--- src/rtl/next_fit_page_slot_allocator_top_assert.svh ---
// Assertion macros shared by the allocator RTL.
`ifndef NEXT_FIT_PAGE_SLOT_ALLOCATOR_TOP_ASSERT_SVH
`define NEXT_FIT_PAGE_SLOT_ALLOCATOR_TOP_ASSERT_SVH

// A property that must hold at every clock edge outside of reset.
`define NFPA_ASSERT(lbl, prop, msg) \
  lbl: assert property (@(posedge clk) disable iff (rst) (prop)) else $error(msg);

// An antecedent that must be followed by a consequent in the next cycle.
`define NFPA_ASSERT_NEXT(lbl, ante, cons, msg) \
  lbl: assert property (@(posedge clk) disable iff (rst) (ante) |=> (cons)) else $error(msg);

`endif

--- src/rtl/nfpa_pkg.sv ---
// Types and constants of the next-fit page slot allocator.
`timescale 1ns / 1ps
`default_nettype none

package nfpa_pkg;

  localparam int NUM_SLOTS_DEF = 1024;
  localparam int WORD_W        = 32;
  localparam int BIT_W         = 5;
  localparam int PAGE_SHIFT    = 12;
  localparam int PAGE_NUM_W    = 20;
  localparam int ADDR_W        = 32;
  localparam int STATUS_W      = 2;

  localparam logic MODE_ALLOC = 1'b0;
  localparam logic MODE_FREE  = 1'b1;

  typedef enum logic [STATUS_W-1:0] {
    STAT_OK          = 2'd0,
    STAT_NONE_FREE   = 2'd1,
    STAT_INVALID     = 2'd2,
    STAT_DOUBLE_FREE = 2'd3
  } status_t;

  typedef enum logic [1:0] {
    ST_CLEAR  = 2'd0,
    ST_IDLE   = 2'd1,
    ST_ASCAN  = 2'd2,
    ST_FCHECK = 2'd3
  } state_t;

endpackage

`default_nettype wire

--- src/rtl/next_fit_page_slot_allocator_top.sv ---
// Next-fit page slot allocator: bitmap memory, scan sequencer and result register.
`timescale 1ns / 1ps
`default_nettype none

`include "next_fit_page_slot_allocator_top_assert.svh"

// The block hands out and takes back 4 KiB page slots of a window of NUM_SLOTS pages.
// An item is taken at a clock edge where start is high and busy is low. Mode 0 asks
// for a slot; mode 1 frees the page that holds address. Each item gives exactly one
// result, shown on status and slot_addr for one cycle while done is high. The
// receiver cannot stall, so results are never held back.
// The used/free bitmap lives in a memory of 32-bit words with one read and one write
// port. An allocate reads one word per cycle through a find-first-free unit, starting
// at the word of the slot after the last one chosen and ending with a second look at
// that word. A free reads the word of its page and, if the bit is set, writes it back
// cleared; an address outside the window is answered in the cycle after acceptance.
// Busy drops in the cycle that shows done, so the next item can be taken there.
// The window base page is written on the cfg channel, which is always ready; it is
// to be written only while the block is idle.
// After reset the block clears every bitmap word, one word per cycle, with busy high;
// configuration writes are taken during that pass.
module next_fit_page_slot_allocator_top #(
  parameter int NUM_SLOTS = nfpa_pkg::NUM_SLOTS_DEF
) (
  input  wire logic                              clk,
  input  wire logic                              rst,
  input  wire logic                              start,
  output logic                                   busy,
  input  wire logic                              mode,
  input  wire logic [nfpa_pkg::ADDR_W-1:0]       address,
  output logic                                   done,
  output logic [nfpa_pkg::STATUS_W-1:0]          status,
  output logic [nfpa_pkg::ADDR_W-1:0]            slot_addr,
  input  wire logic                              cfg_valid,
  output logic                                   cfg_ready,
  input  wire logic [nfpa_pkg::PAGE_NUM_W-1:0]   cfg_data
);
  import nfpa_pkg::*;

  localparam int NUM_WORDS = (NUM_SLOTS + WORD_W - 1) / WORD_W;
  localparam int WORD_AW   = (NUM_WORDS > 1) ? $clog2(NUM_WORDS) : 1;
  localparam int SLOT_W    = $clog2(NUM_SLOTS);
  localparam int SX        = WORD_AW + BIT_W;
  localparam int CW        = $clog2(NUM_WORDS + 2);
  localparam int TAIL_BITS = NUM_SLOTS - (NUM_WORDS - 1) * WORD_W;

  localparam logic [SLOT_W-1:0]     LAST_SLOT  = SLOT_W'(NUM_SLOTS - 1);
  localparam logic [WORD_AW-1:0]    LAST_WORD  = WORD_AW'(NUM_WORDS - 1);
  localparam logic [CW-1:0]         ISSUE_MAX  = CW'(NUM_WORDS + 1);
  localparam logic [PAGE_NUM_W-1:0] SLOTS_PG   = PAGE_NUM_W'(NUM_SLOTS);
  localparam logic [WORD_W-1:0]     TAIL_MASK  = WORD_W'((64'd1 << TAIL_BITS) - 64'd1);

  // Bitmap memory: one bit per slot, set means used.
  logic [WORD_W-1:0] bitmap [NUM_WORDS];
  logic [WORD_W-1:0] rd_data;
  logic              rd_en;
  logic [WORD_AW-1:0] rd_addr;
  logic              wr_en;
  logic [WORD_AW-1:0] wr_addr;
  logic [WORD_W-1:0] wr_data;

  // Control and payload registers.
  state_t              state, state_next;
  logic [WORD_AW-1:0]  clr_addr, clr_addr_next;
  logic [WORD_AW-1:0]  scan_word, scan_word_next;
  logic [CW-1:0]       issued, issued_next;
  logic                chk_valid;
  logic [WORD_AW-1:0]  chk_word;
  logic                chk_first, chk_first_next;
  logic                chk_last, chk_last_next;
  logic [BIT_W-1:0]    start_bit, start_bit_next;
  logic [BIT_W-1:0]    free_bit, free_bit_next;
  logic [SLOT_W-1:0]   last_slot, last_slot_next;
  logic [PAGE_NUM_W-1:0] win_base;
  logic                done_next;
  status_t             status_reg, status_next;
  logic [ADDR_W-1:0]   slot_addr_next;

  // Combinational helpers.
  logic [SLOT_W-1:0]     start_slot;
  logic [SX-1:0]         start_ext;
  logic [PAGE_NUM_W-1:0] page_off;
  logic [SX-1:0]         off_ext;
  logic [WORD_W-1:0]     pos_mask;
  logic [WORD_W-1:0]     range_mask;
  logic [WORD_W-1:0]     free_vec;
  logic [BIT_W-1:0]      free_idx;
  logic [SLOT_W-1:0]     found_slot;
  logic [PAGE_NUM_W-1:0] found_page;

  assign busy      = (state != ST_IDLE);
  assign cfg_ready = 1'b1;
  assign status    = status_reg;

  always_ff @(posedge clk) begin
    if (wr_en) begin
      bitmap[wr_addr] <= wr_data;
    end
    if (rd_en) begin
      rd_data <= bitmap[rd_addr];
    end
  end

  // Next-fit start point and the window offset of a page to free.
  assign start_slot = (last_slot == LAST_SLOT) ? '0 : last_slot + 1'b1;
  assign start_ext  = SX'(start_slot);
  assign page_off   = address[ADDR_W-1:PAGE_SHIFT] - win_base;
  assign off_ext    = SX'(page_off[SLOT_W-1:0]);

  // Find-first-free over the word that came back from the memory. The first look
  // at the starting word covers the bits from the start bit up, the final look the
  // bits below it; slots past the end of the window always count as used.
  always_comb begin
    pos_mask = '1;
    if (chk_first) begin
      pos_mask = {WORD_W{1'b1}} << start_bit;
    end else if (chk_last) begin
      pos_mask = ~({WORD_W{1'b1}} << start_bit);
    end
    range_mask = (chk_word == LAST_WORD) ? TAIL_MASK : '1;
    free_vec   = ~rd_data & pos_mask & range_mask;
    free_idx   = '0;
    for (int i = WORD_W - 1; i >= 0; i--) begin
      if (free_vec[i]) begin
        free_idx = BIT_W'(i);
      end
    end
  end

  assign found_slot = SLOT_W'({chk_word, free_idx});
  assign found_page = win_base + PAGE_NUM_W'(found_slot);

  // Sequencer: next state, memory control and result.
  always_comb begin
    state_next        = state;
    clr_addr_next     = clr_addr;
    scan_word_next    = scan_word;
    issued_next       = issued;
    chk_first_next    = chk_first;
    chk_last_next     = chk_last;
    start_bit_next    = start_bit;
    free_bit_next     = free_bit;
    last_slot_next    = last_slot;
    done_next         = 1'b0;
    status_next       = status_reg;
    slot_addr_next    = slot_addr;
    rd_en             = 1'b0;
    rd_addr           = scan_word;
    wr_en             = 1'b0;
    wr_addr           = chk_word;
    wr_data           = rd_data;

    case (state)
      ST_CLEAR: begin
        wr_en         = 1'b1;
        wr_addr       = clr_addr;
        wr_data       = '0;
        clr_addr_next = clr_addr + 1'b1;
        if (clr_addr == LAST_WORD) begin
          state_next = ST_IDLE;
        end
      end

      ST_IDLE: begin
        if (start) begin
          if (mode == MODE_ALLOC) begin
            rd_en          = 1'b1;
            rd_addr        = start_ext[SX-1:BIT_W];
            scan_word_next = (start_ext[SX-1:BIT_W] == LAST_WORD) ? '0
                             : start_ext[SX-1:BIT_W] + 1'b1;
            issued_next    = CW'(1);
            chk_first_next = 1'b1;
            chk_last_next  = 1'b0;
            start_bit_next = start_ext[BIT_W-1:0];
            state_next     = ST_ASCAN;
          end else if (page_off >= SLOTS_PG) begin
            done_next         = 1'b1;
            status_next       = STAT_INVALID;
            slot_addr_next    = '0;
          end else begin
            rd_en          = 1'b1;
            rd_addr        = off_ext[SX-1:BIT_W];
            free_bit_next  = off_ext[BIT_W-1:0];
            chk_first_next = 1'b0;
            chk_last_next  = 1'b0;
            state_next     = ST_FCHECK;
          end
        end
      end

      ST_ASCAN: begin
        if (chk_valid && (free_vec != '0)) begin
          wr_en             = 1'b1;
          wr_addr           = chk_word;
          wr_data           = rd_data | (WORD_W'(1) << free_idx);
          last_slot_next    = found_slot;
          done_next         = 1'b1;
          status_next       = STAT_OK;
          slot_addr_next    = {found_page, {PAGE_SHIFT{1'b0}}};
          state_next        = ST_IDLE;
        end else if (chk_valid && chk_last) begin
          done_next         = 1'b1;
          status_next       = STAT_NONE_FREE;
          slot_addr_next    = '0;
          state_next        = ST_IDLE;
        end else if (issued != ISSUE_MAX) begin
          rd_en          = 1'b1;
          rd_addr        = scan_word;
          scan_word_next = (scan_word == LAST_WORD) ? '0 : scan_word + 1'b1;
          issued_next    = issued + 1'b1;
          chk_first_next = 1'b0;
          chk_last_next  = ((issued + 1'b1) == ISSUE_MAX);
        end
      end

      ST_FCHECK: begin
        done_next         = 1'b1;
        slot_addr_next    = '0;
        state_next        = ST_IDLE;
        if (rd_data[free_bit]) begin
          wr_en       = 1'b1;
          wr_addr     = chk_word;
          wr_data     = rd_data & ~(WORD_W'(1) << free_bit);
          status_next = STAT_OK;
        end else begin
          status_next = STAT_DOUBLE_FREE;
        end
      end

      default: begin
        state_next = ST_CLEAR;
      end
    endcase
  end

  always_ff @(posedge clk) begin
    if (rst) begin
      state            <= ST_CLEAR;
      clr_addr         <= '0;
      issued           <= '0;
      chk_valid        <= 1'b0;
      chk_first        <= 1'b0;
      chk_last         <= 1'b0;
      last_slot        <= LAST_SLOT;
      win_base         <= '0;
      done             <= 1'b0;
    end else begin
      state     <= state_next;
      clr_addr  <= clr_addr_next;
      issued    <= issued_next;
      chk_valid <= rd_en;
      chk_first <= chk_first_next;
      chk_last  <= chk_last_next;
      last_slot <= last_slot_next;
      done      <= done_next;
      if (cfg_valid && cfg_ready) begin
        win_base <= cfg_data;
      end
    end
  end

  always_ff @(posedge clk) begin
    scan_word    <= scan_word_next;
    start_bit    <= start_bit_next;
    free_bit     <= free_bit_next;
    status_reg   <= status_next;
    slot_addr    <= slot_addr_next;
    if (rd_en) begin
      chk_word <= rd_addr;
    end
  end

  // A result is only shown once the block has gone back to idle.
  `NFPA_ASSERT(a_done_idle, done |-> !busy, "result strobe while block is busy")
  // An accepted item either keeps the block busy or is answered at once.
  `NFPA_ASSERT_NEXT(a_accept_progress, start && !busy, busy || done, "accepted item dropped")
  // Every status but ok carries a zero page address.
  `NFPA_ASSERT(a_zero_addr, (done && (status_reg != STAT_OK)) |-> (slot_addr == '0),
               "nonzero page address on a failed request")
  // Read data is only checked while an allocate or a free is in progress.
  `NFPA_ASSERT(a_chk_state, chk_valid |-> ((state == ST_ASCAN) || (state == ST_FCHECK)),
               "word check outside of a request")
  // The scan never reads more than one full turn plus the starting word again.
  `NFPA_ASSERT(a_issue_bound, issued <= ISSUE_MAX, "bitmap scan ran past one turn")

endmodule

`default_nettype wire
--- config.mk ---
export PLATFORM = sky130hd
export DESIGN_NAME = next_fit_page_slot_allocator_top
export DESIGN_NICKNAME = d
export VERILOG_FILES = /design/src/rtl/nfpa_pkg.sv /design/src/rtl/next_fit_page_slot_allocator_top.sv
export VERILOG_INCLUDE_DIRS = /design/src /design/src/rtl
export SDC_FILE = /design/constraint.sdc
export NUM_CORES = 2
export LEC_CHECK = 0
export ABC_AREA = 1
export BUFFER_PORTS_ARGS = -buffer_cell sky130_fd_sc_hd__buf_2
export CAP_MARGIN = 20
export CORE_MARGIN = 1.5
export CORE_UTILIZATION = 30
export CTS_BUF_LIST = sky130_fd_sc_hd__clkbuf_8
export DETAILED_ROUTE_END_ITERATION = 8
export PLACE_DENSITY = 0.55
export SLEW_MARGIN = 20
export SYNTH_ARGS = -nofsm -noshare
export SYNTH_HDL_FRONTEND = slang
export SYNTH_SLANG_ARGS = --single-unit
--- constraint.sdc ---
create_clock -name clk -period 16.3 [get_ports clk]
set_input_delay 0.815 -clock clk [delete_from_list [all_inputs] [get_ports clk]]
set_output_delay 0.815 -clock clk [all_outputs]
set_load 0.01 [all_outputs]
Word level (Yosys, flattened, before mapping)
Memory sizes are Yosys's and may differ from the RTL's. A register that Yosys moved wholly into a read port is not among the register bits.
Cells that the tools add are included.
{"block": "classes", "addsub": 7, "n_lt_le_gt_ge": 2, "eq_ne": 20, "shift": 3, "n_mux": 109, "n_bitwise": 8, "n_reduce_logical": 13}
{"op": "32-bit 2-to-1 mux", "n": 9}
{"op": "5-bit 2-to-1 mux", "n": 44}
{"op": "32-bit case mux with 3 select lines", "n": 2}
{"op": "32-bit NOT", "n": 3}
{"op": "32-bit AND", "n": 2}
{"op": "1-bit by 5-bit << shifter with 32-bit output (first input constant)", "n": 2}
{"op": "32-bit bitwise OR", "n": 1}
{"op": "32-bit nonzero test", "n": 1}
{"op": "32-bit by 5-bit << shifter with 32-bit output (first input constant)", "n": 1}
{"op": "6-bit 2-to-1 mux", "n": 5}
{"op": "1-bit 2-to-1 mux", "n": 27}
{"op": "2-bit 2-to-1 mux", "n": 11}
{"op": "20-bit by 10-bit adder with 20-bit output", "n": 1}
{"op": "20-bit by 11-bit greater-or-equal comparator with 1-bit output (second input constant)", "n": 1}
{"op": "20-bit subtractor", "n": 1}
{"op": "2-bit inequality test (second input constant)", "n": 8}
{"op": "5-bit by 1-bit adder with 5-bit output (second input constant)", "n": 3}
{"op": "5-bit equality test (second input constant)", "n": 3}
{"op": "6-bit case mux with 2 select lines", "n": 1}
{"op": "6-bit AND reduction", "n": 2}
{"op": "10-bit by 1-bit adder with 10-bit output (second input constant)", "n": 1}
{"op": "10-bit equality test (second input constant)", "n": 1}
{"op": "10-bit 2-to-1 mux", "n": 1}
{"op": "5-bit case mux with 2 select lines", "n": 1}
{"op": "22 further kinds", "n": 30}
{"block": "totals", "reg_bits": 101, "mem_bits_rw": 1024, "input_bits": 57, "output_inout_bits": 37, "n_memories": 1}
{"name": "bitmap", "words": 32, "word_bits": 32, "read_ports": 1, "rd_ports_with_merged_regs": 1, "write_ports": 1, "line": "next_fit_page_slot_allocator_top.sv:54", "source": "logic [WORD_W-1:0] bitmap [NUM_WORDS];"}

Longest topological paths before layout
{"block": "logic_depth", "word_depth": 41, "mapped_depth": 55}

Worst setup path after synthesis
OpenSTA, ideal clock, no wires.
{"block": "synth_timing", "path_kind": "input-to-reg", "start": "input address[14] (netlist bit)", "end": "register chk_word[0] (enable)", "setup_ns": 0.490, "t_arrival_ns": 5.525, "slack_ns": 10.286, "stages": 17, "path_buffers": 0, "path_cell_list": "ha_1 -> a21oi_2 -> o21ai_2 -> a21oi_2 -> o21ai_2 -> a21oi_2 -> o21ai_2 -> nand2_1 -> nand2_1 -> nand3_2 -> nand2_2 -> xor2_2 -> nor3_1 -> nand4_1 -> nand2_1 -> nand3_1 -> a21boi_0"}
{"block": "synth_via", "elab_chain_cells": 6}
{"element": "start: declaration", "line": "next_fit_page_slot_allocator_top.sv:30", "source": "input wire logic [nfpa_pkg::ADDR_W-1:0] address,"}
{"element": "20-bit subtractor", "line": "next_fit_page_slot_allocator_top.sv:107", "source": "assign page_off = address[ADDR_W-1:PAGE_SHIFT] - win_base;"}
{"element": "20-bit by 11-bit greater-or-equal comparator with 1-bit output", "line": "next_fit_page_slot_allocator_top.sv:176", "source": "end else if (page_off >= SLOTS_PG) begin"}
{"element": "1-bit 2-to-1 mux", "line": "next_fit_page_slot_allocator_top.sv:176"}
{"element": "1-bit 2-to-1 mux", "line": "next_fit_page_slot_allocator_top.sv:166", "source": "if (mode == MODE_ALLOC) begin"}
{"element": "1-bit 2-to-1 mux", "line": "next_fit_page_slot_allocator_top.sv:165", "source": "if (start) begin"}
{"element": "1-bit case mux with 2 select lines", "line": "next_fit_page_slot_allocator_top.sv:153", "source": "case (state)"}
{"element": "via rd_en", "line": "next_fit_page_slot_allocator_top.sv:56", "source": "logic rd_en;"}
{"element": "end signal: assignment", "line": "next_fit_page_slot_allocator_top.sv:269", "source": "chk_word <= rd_addr;"}
{"element": "end: declaration", "line": "next_fit_page_slot_allocator_top.sv:68", "source": "logic [WORD_AW-1:0] chk_word;"}
The timed path passes the listed nets, and every way through them passes these cells.
A chain may end at the register's enable or synchronous reset.

Worst setup path after layout
{"block": "layout_timing", "start": "register start_bit[4]", "end": "register slot_addr[31] (netlist bit), data pin"}
{"block": "layout_via", "elab_chain_cells": 40}
{"element": "start: declaration", "line": "next_fit_page_slot_allocator_top.sv:71", "source": "logic [BIT_W-1:0] start_bit, start_bit_next;"}
{"element": "start signal: assignment", "line": "next_fit_page_slot_allocator_top.sv:264", "source": "start_bit <= start_bit_next;"}
{"element": "32-bit by 5-bit << shifter with 32-bit output (*)", "line": "next_fit_page_slot_allocator_top.sv:116, next_fit_page_slot_allocator_top.sv:118"}
{"element": "32-bit NOT", "line": "next_fit_page_slot_allocator_top.sv:118", "source": "pos_mask = ~({WORD_W{1'b1}} << start_bit);"}
{"element": "32-bit 2-to-1 mux", "line": "next_fit_page_slot_allocator_top.sv:117", "source": "end else if (chk_last) begin"}
{"element": "32-bit 2-to-1 mux (*)", "line": "next_fit_page_slot_allocator_top.sv:115", "source": "if (chk_first) begin"}
{"element": "32-bit AND (*)", "line": "next_fit_page_slot_allocator_top.sv:121", "source": "free_vec = ~rd_data & pos_mask & range_mask;"}
{"element": "5-bit 2-to-1 mux (31 in a row)", "line": "next_fit_page_slot_allocator_top.sv:124", "source": "if (free_vec[i]) begin"}
{"element": "5-bit 2-to-1 mux (*)", "line": "next_fit_page_slot_allocator_top.sv:124"}
{"element": "via free_idx[0]", "line": "next_fit_page_slot_allocator_top.sv:87", "source": "logic [BIT_W-1:0] free_idx;"}
{"element": "20-bit by 10-bit adder with 20-bit output (*)", "line": "next_fit_page_slot_allocator_top.sv:131", "source": "assign found_page = win_base + PAGE_NUM_W'(found_slot);"}
{"element": "32-bit 2-to-1 mux (*)", "line": "next_fit_page_slot_allocator_top.sv:192", "source": "if (chk_valid && (free_vec != '0)) begin"}
{"element": "32-bit case mux with 3 select lines (*)", "line": "next_fit_page_slot_allocator_top.sv:153"}
{"element": "end signal: assignment", "line": "next_fit_page_slot_allocator_top.sv:267", "source": "slot_addr <= slot_addr_next;"}
{"element": "end: declaration", "line": "next_fit_page_slot_allocator_top.sv:33", "source": "output logic [nfpa_pkg::ADDR_W-1:0] slot_addr,"}
The timed path passes the listed nets; every way through them passes the cells marked *.

==> results list <==
- The flow ran to the end, and the final reports show no timing, DRC or antenna violations.
- In this run the core area contains between 150 and 200 standard-cell rows.
- Element type at the critical path end: flip-flop
* Worst Reg-to-Reg Cells: 54
- Global-route usage over all layers: 17.1%
- Cell repeated most along the worst path: sky130_fd_sc_hd__nand2_1
* Area of the multi-input gates: around 15000 um2
- The final number of hold-violating endpoints came to 0.
- Primary FF master, synth: sky130_fd_sc_hd__edfxtp_1
* Stage delay of the slowest cell on the critical path: around 0.72 ns
* Endpoint of the most critical register-to-register path: slot_addr[31]
- The setup check on the worst reg-to-reg path leaves a slack of approximately 9.7 ns.
- Entering global routing, the biggest net connects ~230 pins.
* Wire length of the first global-routing pass: between 200 and 250 mm
* Number of hold buffers added after CTS: 0
- Half-perimeter wire length after detailed placement: 79.7 mm
- DRT antenna net count: 0
- For this block, the via count after detailed routing is 35.7k.
- CP startpoint kind: flip-flop
- In this run the most critical hold path is launched from cfg_data[0].
- For this design the top-level I/O count stands at 94.
* Initial Utilization: 30.2%
- Setup violations remaining at the end of the flow were counted as 0.
* Library cell with the largest summed area after synthesis: sky130_fd_sc_hd__edfxtp_1
* Die X-Extent: ~420 um
- The synthesized netlist contains between 60 and 70 unique library cells.
- For the final routed database, the setup TNS stands at 0 ns.
* Drc violations: 0
- Highest clock rate: between 150 and 200 MHz
* Share of synthesized area occupied by flip-flops and latches: about two thirds
- GPL Wtd Cong: around 0.94
- The initial antenna violation count is 4.
- Via count of the first global-routing pass: 34.0k
- Startpoint of the most critical register-to-register path: start_bit[4]
- Yosys attributes the largest share of cell area to sky130_fd_sc_hd__edfxtp_1, sky130_fd_sc_hd__nand2_1, sky130_fd_sc_hd__nand3_1, sky130_fd_sc_hd__o211ai_1, sky130_fd_sc_hd__inv_1.
- Power density over the cells: ~200 nW/um2
* Post-synthesis instance total: between 4k and 5k
* Worst-case clock skew: approximately 0.055 ns
- Worst path required time: between 15 and 20 ns
- Clock tree synthesis inserted a total of around 190 buffers.
- Number of buffers on the longest clock path: 3
- Layout Utilization: 33.9%
* Setup repair after global routing missed its margin: no
- The slowest stage of the critical path belongs to the cell sky130_fd_sc_hd__edfxtp_1.
* Max IR drop VDD: about 0.00018 V
* LEAKAGE: about 22 nW
- The total overflow left after global routing is 0.
- After filler insertion, the fill cell instance count of the layout stands at 17.2k.
* Number of flops mapped to enable cells by yosys: approximately 1.1k
- Vertical die dimension: between 400 and 500 um
* Port bufs: between 60 and 70
- Clock-pin slew was measured on the worst setup and hold paths at approximately 0.07 ns.
* CP arrival: around 7.4 ns
- The library cells used most frequently in the layout, excluding fill and tap cells, are sky130_fd_sc_hd__nand2_1, sky130_fd_sc_hd__edfxtp_1, sky130_fd_sc_hd__nand3_1.
- The number of setup buffers added after CTS is 0.
- The largest registers in the layout are bitmap x1024, rd_data x32.
- Most common library cell in the layout ignoring fill and taps: sky130_fd_sc_hd__nand2_1
- Averaged over all synthesized cells, the footprint is about 11 um2.
* Slew Viols, Final: 0
- Final clock period utilization by the worst path: between 40 and 50%
- The tool flagged a number of max-cap violations equal to 0.
- In this run the standard cell core region covers between 150000 and 200000 um2.
- Wire length reported by the detailed router: between 150 and 200 mm
- Clock tree from TritonCTS: done
- Final nets: around 5k
- Combined flip-flop and latch cell area: approximately 34000 um2
* Top register by number of flip-flops: bitmap
- Synthesized cell area: around 52000 um2
- Compared with the post-synthesis result, the final layout area differs by 12.4%.
- Path type of the worst min-delay path: in -> reg
- Sink of the worst hold path: win_base[0]
- CTS sink count: roughly 1.1k
- The H-tree was split into 4 levels.
- Fraction of registers with async set/reset: 0%
- Transition time of the tightest slew-check pin: approximately 1.2 ns
- Worst setup margin: a little under 10 ns
- Die outline area: approximately 180000 um2
* Initial DRC count: about 3.5k
- The Yosys step of the flow raised 0 warnings.
- Layout cells sized above 1: 11.1%
- Along the worst hold path, the cell count comes to 3.
* First-pass DRT Iterations: 7
- Largest fanout of any net on the critical path: 14
* Class of the most critical setup path: reg -> reg
- Tightest slew margin relative to the limit: between 20% and 30%
- The register with the most flip-flops in the layout has approximately 1k of them.
* Total Power Consumption: 11.6 mW
- Vias per std cell: around 5
* Pre-CTS setup slack: 9.53 ns
* DR WL/cell: approximately 21 um
- Clock network latency to the later pin of the worst-skew pair: 0.94 ns
- Tmin final: roughly 6.6 ns
- Fin Hold WS: roughly 0.13 ns
- Resized Gates After CTS: 0
* Root Driver: sky130_fd_sc_hd__clkbuf_8
- Share of Yosys cell area claimed by the top area cell type: 63.7%
- In this run, synthesis produced a sequential element count of approximately 1.1k.
[cell type report]
cell class	instances	area share, %
clock buffer	189	4.47
multi-input combinational	2948	26.5
inverter	391	2.56
antenna	2	0.00861
clock inverter	152	1.39
tap	2310	4.97
timing repair buffer	155	1.82
sequential	1145	58.3
[cell families after synthesis]
logic type,count (synthesis),share of synthesized area (%)
AOI/OAI and AO/OA,675,8.95
buffers and inverters,661,5.74
xor gates and xnor gates,30,0.522
DFF,1145,65.5
and+or+nand+nor,2184,18.1
muxes,1,0.0193
other,2,0.0145
adders and majority gates,45,1.12
[worst max-delay path by stage]
stage	startpoint	endpoint	slack [ns]	depth (start not counted)
final	start_bit[4]	slot_addr[31]	9.68	54
after global routing	start_bit[4]	slot_addr[31]	9.12	54
after CTS	chk_first	bitmap[22][23]	9.72	19
after detailed placement	address[14]	rd_data[30]	9.53	29
after global placement	address[14]	rd_data[30]	9.50	29
after floorplan	address[14]	chk_word[0]	10.29	17
[layer usage]
metal / up-vias / part of all wire (%) / global-route usage [%]
met5: - / 0 / 0
met4: 0 / 2.6 / 5.48
met3: 245 / 6.7 / 3.09
met2: 1149 / 46 / 27.0
met1: 17600 / 45 / 23.7
li1: 16700 / - / -
[stage by stage]
stage | instances | area [um2]
floorplan | 4754 | 51800
global placement | 6947 | 54700
detailed placement | 6947 | 54700
CTS | 7288 | 58100
global route | 7292 | 58200
finish | 7292 | 58200
[report_power, final]
part           leakage (nW)  switching (mW)  total [mW]  internal (mW)
Sequential             10.5           0.139        4.53           4.39
Clock                  2.02            1.20        2.33           1.13
Combinational          9.29            3.57        4.73           1.16
Total                  21.8            4.91        11.6           6.68
[critical path, delay by kind of cell, from the launching register on]
kind | cells | cell delay, ns
and+or+nand+nor | 41 | 3.68
adders and majority gates | 1 | 0.14
DFF | 1 | 0.72
buffers and inverters | 5 | 0.89
AOI/OAI and AO/OA | 7 | 1.01
[synthesized netlist by cell type (6+ instances only)]
library cell,n
sky130_fd_sc_hd__o221ai_1,11
sky130_fd_sc_hd__edfxtp_1,1098
sky130_fd_sc_hd__o21bai_1,8
sky130_fd_sc_hd__xor2_1,16
sky130_fd_sc_hd__buf_2,139
sky130_fd_sc_hd__ha_1,43
sky130_fd_sc_hd__a21oi_1,184
sky130_fd_sc_hd__buf_1,9
sky130_fd_sc_hd__buf_6,24
sky130_fd_sc_hd__nor2_1,255
sky130_fd_sc_hd__o211ai_2,56
sky130_fd_sc_hd__or2_2,25
sky130_fd_sc_hd__nor3_1,32
sky130_fd_sc_hd__or2_1,65
sky130_fd_sc_hd__nand2_1,1230
sky130_fd_sc_hd__o21ai_0,106
sky130_fd_sc_hd__dfxtp_1,47
sky130_fd_sc_hd__xnor2_1,13
sky130_fd_sc_hd__nand4_1,14
sky130_fd_sc_hd__o21ai_2,6
sky130_fd_sc_hd__or2_0,76
sky130_fd_sc_hd__buf_4,36
sky130_fd_sc_hd__o22ai_1,18
sky130_fd_sc_hd__inv_2,6
sky130_fd_sc_hd__inv_1,379
sky130_fd_sc_hd__a31oi_1,17
sky130_fd_sc_hd__a211oi_1,7
sky130_fd_sc_hd__clkbuf_1,62
sky130_fd_sc_hd__nand3_1,468
sky130_fd_sc_hd__o211ai_1,226
Power figures use the tool's default switching activity.
